File: src/design/lbqm_pkg.sv
package lbqm_pkg;

   localparam int NUM_QUEUES  = 256;
   localparam int NUM_BLOCKS  = 512;
   localparam int BLOCK_BYTES = 256;

   // field widths of the stream payload
   localparam int Q_W     = 8;
   localparam int LEN_W   = 18;
   localparam int CNT_W   = 4;
   localparam int CAP_W   = 7;
   localparam int FREE_W  = $clog2(NUM_BLOCKS + 1);
   localparam int BLK_W   = $clog2(NUM_BLOCKS);
   localparam int OFF_W   = $clog2(BLOCK_BYTES);
   localparam int QA_W    = (NUM_QUEUES > 1) ? $clog2(NUM_QUEUES) : 1;
   localparam int ADDR_W  = BLK_W + OFF_W;
   localparam int CLR_N   = (NUM_BLOCKS > NUM_QUEUES) ? NUM_BLOCKS : NUM_QUEUES;
   localparam int CLR_W   = $clog2(CLR_N);
   localparam int MAX_PUT = 8;
   localparam int MAX_CAP = 64;

   // request kinds
   localparam logic [1:0] REQ_PUT   = 2'd0;
   localparam logic [1:0] REQ_DRAIN = 2'd1;
   localparam logic [1:0] REQ_CLEAR = 2'd2;
   localparam logic [1:0] REQ_QUOTA = 2'd3;

   // response status codes
   localparam logic [1:0] ST_OK      = 2'd0;
   localparam logic [1:0] ST_QUOTA   = 2'd1;
   localparam logic [1:0] ST_NO_FREE = 2'd2;

   // classified command passed from front to back
   typedef struct packed {
      logic [1:0]       kind;
      logic [Q_W-1:0]   queue;
      logic             bad;
      logic [63:0]      bytes;
      logic [CNT_W-1:0] cnt;
      logic [CAP_W-1:0] cap;
      logic [LEN_W-1:0] quota;
   } cmd_type;

   // per-queue descriptor
   typedef struct packed {
      logic [LEN_W-1:0] len;
      logic [OFF_W-1:0] off;
      logic [BLK_W-1:0] head;
      logic [BLK_W-1:0] tail;
      logic [LEN_W-1:0] quota;
   } desc_type;

   // one response transaction
   typedef struct packed {
      logic [1:0]        status;
      logic [63:0]       data;
      logic [CNT_W-1:0]  nbytes;
      logic              last;
      logic [LEN_W-1:0]  total;
      logic [FREE_W-1:0] free;
   } rsp_type;

endpackage

File: src/design/lbqm_front.sv
module lbqm_front (
   input  logic              clock,
   input  logic              reset,
   input  logic              in_valid,
   output logic              in_ready,
   input  logic [1:0]        in_kind,
   input  logic [7:0]        in_queue,
   input  logic [63:0]       in_bytes,
   input  logic [3:0]        in_cnt,
   input  logic [6:0]        in_cap,
   input  logic [17:0]       in_quota,
   output logic              cmd_valid,
   output lbqm_pkg::cmd_type cmd,
   input  logic              cmd_pop
);

   lbqm_pkg::cmd_type fifo_ff [2];
   logic       wr_ff, wr_in;
   logic       rd_ff, rd_in;
   logic [1:0] cnt_ff, cnt_in;
   lbqm_pkg::cmd_type cls;
   logic       push;

   // classify: clamp counts and flag queues out of range
   always_comb begin
      cls.kind  = in_kind;
      cls.queue = in_queue;
      cls.bad   = (32'(in_queue) >= lbqm_pkg::NUM_QUEUES);
      cls.bytes = in_bytes;
      cls.cnt   = (in_cnt > 4'(lbqm_pkg::MAX_PUT)) ? 4'(lbqm_pkg::MAX_PUT) : in_cnt;
      cls.cap   = (in_cap > 7'(lbqm_pkg::MAX_CAP)) ? 7'(lbqm_pkg::MAX_CAP) : in_cap;
      cls.quota = in_quota;
   end

   assign in_ready  = (cnt_ff != 2'd2);
   assign push      = in_valid && in_ready;
   assign cmd_valid = (cnt_ff != 2'd0);
   assign cmd       = fifo_ff[rd_ff];

   // advance queue pointers
   always_comb begin
      wr_in  = push ? ~wr_ff : wr_ff;
      rd_in  = cmd_pop ? ~rd_ff : rd_ff;
      cnt_in = cnt_ff + 2'(push) - 2'(cmd_pop);
   end

   always_ff @(posedge clock) begin
      if (reset) begin
         wr_ff  <= 1'b0;
         rd_ff  <= 1'b0;
         cnt_ff <= 2'd0;
      end else begin
         wr_ff  <= wr_in;
         rd_ff  <= rd_in;
         cnt_ff <= cnt_in;
      end
   end

   // hold classified commands
   always_ff @(posedge clock) begin
      if (push) begin
         fifo_ff[wr_ff] <= cls;
      end
   end

endmodule

File: config.mk
export PLATFORM = sky130hd
export DESIGN_NAME = lbqm_front
export DESIGN_NICKNAME = d
export VERILOG_FILES = /design/src/design/lbqm_pkg.sv /design/src/design/lbqm_front.sv
export SDC_FILE = /design/constraint.sdc
export NUM_CORES = 1
export LEC_CHECK = 0
export BUFFER_PORTS_ARGS = -buffer_cell sky130_fd_sc_hd__buf_2
export CAP_MARGIN = 20
export CORE_MARGIN = 2
export CORE_UTILIZATION = 44
export CTS_CLUSTER_SIZE = 25
export DETAILED_ROUTE_END_ITERATION = 10
export PLACE_DENSITY = 0.73
export SETUP_SLACK_MARGIN = 0.1
export SLEW_MARGIN = 5
export SYNTH_ARGS = -nofsm -noshare
export SYNTH_HDL_FRONTEND = slang
export SYNTH_SLANG_ARGS = --single-unit
File: constraint.sdc
create_clock -name clock -period 3.5 [get_ports clock]
set_input_delay 0.35 -clock clock [delete_from_list [all_inputs] [get_ports clock]]
set_output_delay 0.35 -clock clock [all_outputs]
set_load 0.01 [all_outputs]
==> results.cfg <==
[setup_path]
worstPathArrival_ps = 2280
path_depth = 3
crit_end = cmd[57]
timing.critical_path.buf_inv = 2
crit_type = reg2out
rr_startpoint = cnt_ff[0]$_SDFF_PP0_
critPathCaptureType = output pin
cp-start-kind = flip-flop
cp.required_ps = 3150
crit_fanout = 61
cp_top_family = flip-flops
crit_chain = buf_4 > mux2_1 > buf_2
slowest_stage = dfxtp_4
crit_path_max_incr_delay_ps = 880
r2r-end = fifo_ff[1][81]$_DFFE_PP_
rr_worst_depth = 3
r2r_slack_ps = 1460

[cts]
ctsLongestPathBuffers = 3
cts_tree = built
cts_setup_buffers = 0
cts_root_buf = clkbuf_16
cts-resized-gates = 0
cts_max_level = 1
cts_buffers = 21
clk_latency_ps = 490
ctsHoldBuffers = 0
path_clk_slew_ps = 60
cts_sinks = 211

[timing]
fin_crit_ps = 2630
fin_crit_sh_pct = 75.0
timing.fmax_mhz = 381
rsz0062_at_grt = no
setup_violations = 0
slew_viol_final = 0
fin_skew_ps = 11.7
slew_headroom_pct = 43.2
worstMarginPinSlew_ps = 852
hold_viol = 0
tns_ps = 0

[pwr]
p_int_mw = 4.65
pwr-share-seq_pct = 52.1
p_leak_nw = 3.65
switching_share_pct = 21.8
pwr-share-comb_pct = 11.6
pwr-share-clk_pct = 36.3
power_switching_mw = 1.30
ir_drop_uv = 433
power_density_nw_per_um2 = 610

[drt]
drcViolationCount = 0
vias = 3963
drt.antenna.violating_nets = 0
drt_iter0_drc = 178
wl_per_cell_um = 16.6
firstDrtPassIters = 4
routed_wl_mm = 13.7
via_per_inst = 4.82

[synthesis]
ys_seq_area_share_pct = 81.2
netlist_top_cells_area = edfxtp_1 (80%), mux2_1 (10%), mux2_2 (4.8%)
synth_enable_flop_cells = 206
synth_nets = 469
synth_cells = 361
synth_top_area_share_pct = 79.9
synth.avg_cell_area_um2 = 21.4
synth-main-ff-cell = edfxtp_1
synth_warnings = 0
ys_async_sr_fraction_pct = 0
yosysTopAreaCell = edfxtp_1
syn_area_um2 = 7740
ys_types = 25
ys_ff_latch = 211
synth.most_common_cell = edfxtp_1
netlist_top_cells_count = edfxtp_1 (206), mux2_1 (70), mux2_2 (33)

[place]
hpwl_mm = 9.00
placed_cell_area_um2 = 9080
routabilityCongestion = 0.709
port_buffers = 211

[finish]
nFillCells = 1340
multi_input_area_um2 = 1370
final_area_um2 = 9750
final-seq-area_um2 = 6290
num_antenna_cells = 0
nets = 693
drive_above_1_share_pct = 47.0
area_growth_pct = 25.9

[die]
die_h_um = 137
die_x_um = 137
initial_utilization_pct = 44.9
ioPinCount = 213
dieArea_um2 = 18700
rows = 48
core_area_um2 = 17200

[global_route]
grt_pass1_vias = 4188
grt_antenna_before_repair = 1
grt_max_degree = 62
grt_util_all_layers_pct = 14.2
grt_remaining_overflow = 0
grt_pass1_wl_mm = 20.6

[flow_run]
drv_cap = 0

[min_path]
hp-class = in2reg
whs_path_depth = 1

[run_status]
status = complete, no violations
## logic make-up (layout without fill, tap and decap cells)
logic type / Yosys count / count (layout) / share of synthesized area, %
other: 1 / 1 / 0.0484
AO/OA/AOI/OAI: 4 / 4 / 0.404
adder cells (fa/ha/maj): 1 / 1 / 0.162
buffers and inverters: 17 / 254 / 1.15
AND/OR/NAND/NOR: 22 / 22 / 1.84
flip-flops: 211 / 211 / 81.2
multiplexers: 103 / 103 / 15.0
XOR/XNOR: 2 / 2 / 0.226
## metal layers
metal / track usage, % / wire length, um / part of all wire, %
met5: 0 / 13 / 0.095
met1: 16.2 / 5270 / 38
met2: 25.1 / 6940 / 51
met4: 4.51 / 284 / 2.1
met3: 4.63 / 1190 / 8.7
## layout make-up
cell class	count	area share [%]
flip-flops and latches	211	64.5
multi-input cells	133	14.1
repair buffers	215	11.5
clock buffers	25	5.54
well taps	225	2.89
clock inverters	11	1.32
inverters	3	0.141
## power by group through the flow
stage	clock network, mW	logic (mW)	registers, mW
after floorplan	0	0.405	3.12
after global placement	0	0.682	3.14
after detailed placement	0	0.701	3.16
after CTS	2.23	0.707	3.10
after global routing	2.31	0.755	3.12
final	2.16	0.690	3.10
## cells in the final DEF (no fill, tap or decap), types with 2 or more instances in the layout
master / Yosys / layout
buf_12: 0 / 3
clkinv_1: 0 / 4
mux2_1: 70 / 70
inv_1: 3 / 2
nor2b_1: 10 / 10
mux2_2: 33 / 33
clkbuf_1: 2 / 4
buf_2: 8 / 211
clkinv_2: 0 / 3
edfxtp_1: 206 / 206
dfxtp_1: 5 / 4
nand4b_1: 2 / 2
nand2b_1: 2 / 2
xnor2_1: 2 / 2
clkbuf_16: 0 / 21
bufinv_16: 0 / 3
nor2_1: 2 / 2
## stage by stage
step	instances	utilization (%)	total power [mW]	hold WS, ps	worst slack [ps]
floorplan	361	-	3.53	419	357
global placement	787	52.7	3.82	495	1390
detailed placement	787	52.7	3.86	503	1360
CTS	823	56.6	6.04	28.5	823
global route	823	56.6	6.19	27.1	737
finish	823	56.6	5.95	48.5	874
## sequential cells by signal, summed over array words and instances, names as in the netlist, named ones only
signal and count:
rd_ff 1, cnt_ff 2, fifo_ff 206, wr_ff 1
## worst register-to-register path: stages (launching register included)
cell and delay (ps):
dfxtp_1 380, nand2b_1 210, and3_4 660, buf_12 430
## how the worst min path moves through the flow
| stage | startpoint | to | slack [ps] |
|---|---|---|---|
| 3_5_place_dp | rd_ff$_SDFFE_PP0P_ | flip-flop | 500 |
| 3_3_place_gp | rd_ff$_SDFFE_PP0P_ | flip-flop | 500 |
| 6_report | in_bytes[31] | fifo_ff[1][60]$_DFFE_PP_ | 50 |
| 5_1_grt | in_bytes[40] | fifo_ff[0][69]$_DFFE_PP_ | 30 |
| 2_1_floorplan | reset | wr_ff$_SDFFE_PP0P_ | 420 |
| 4_1_cts | in_bytes[31] | fifo_ff[0][60]$_DFFE_PP_ | 30 |
Power figures use the tool's default switching activity.
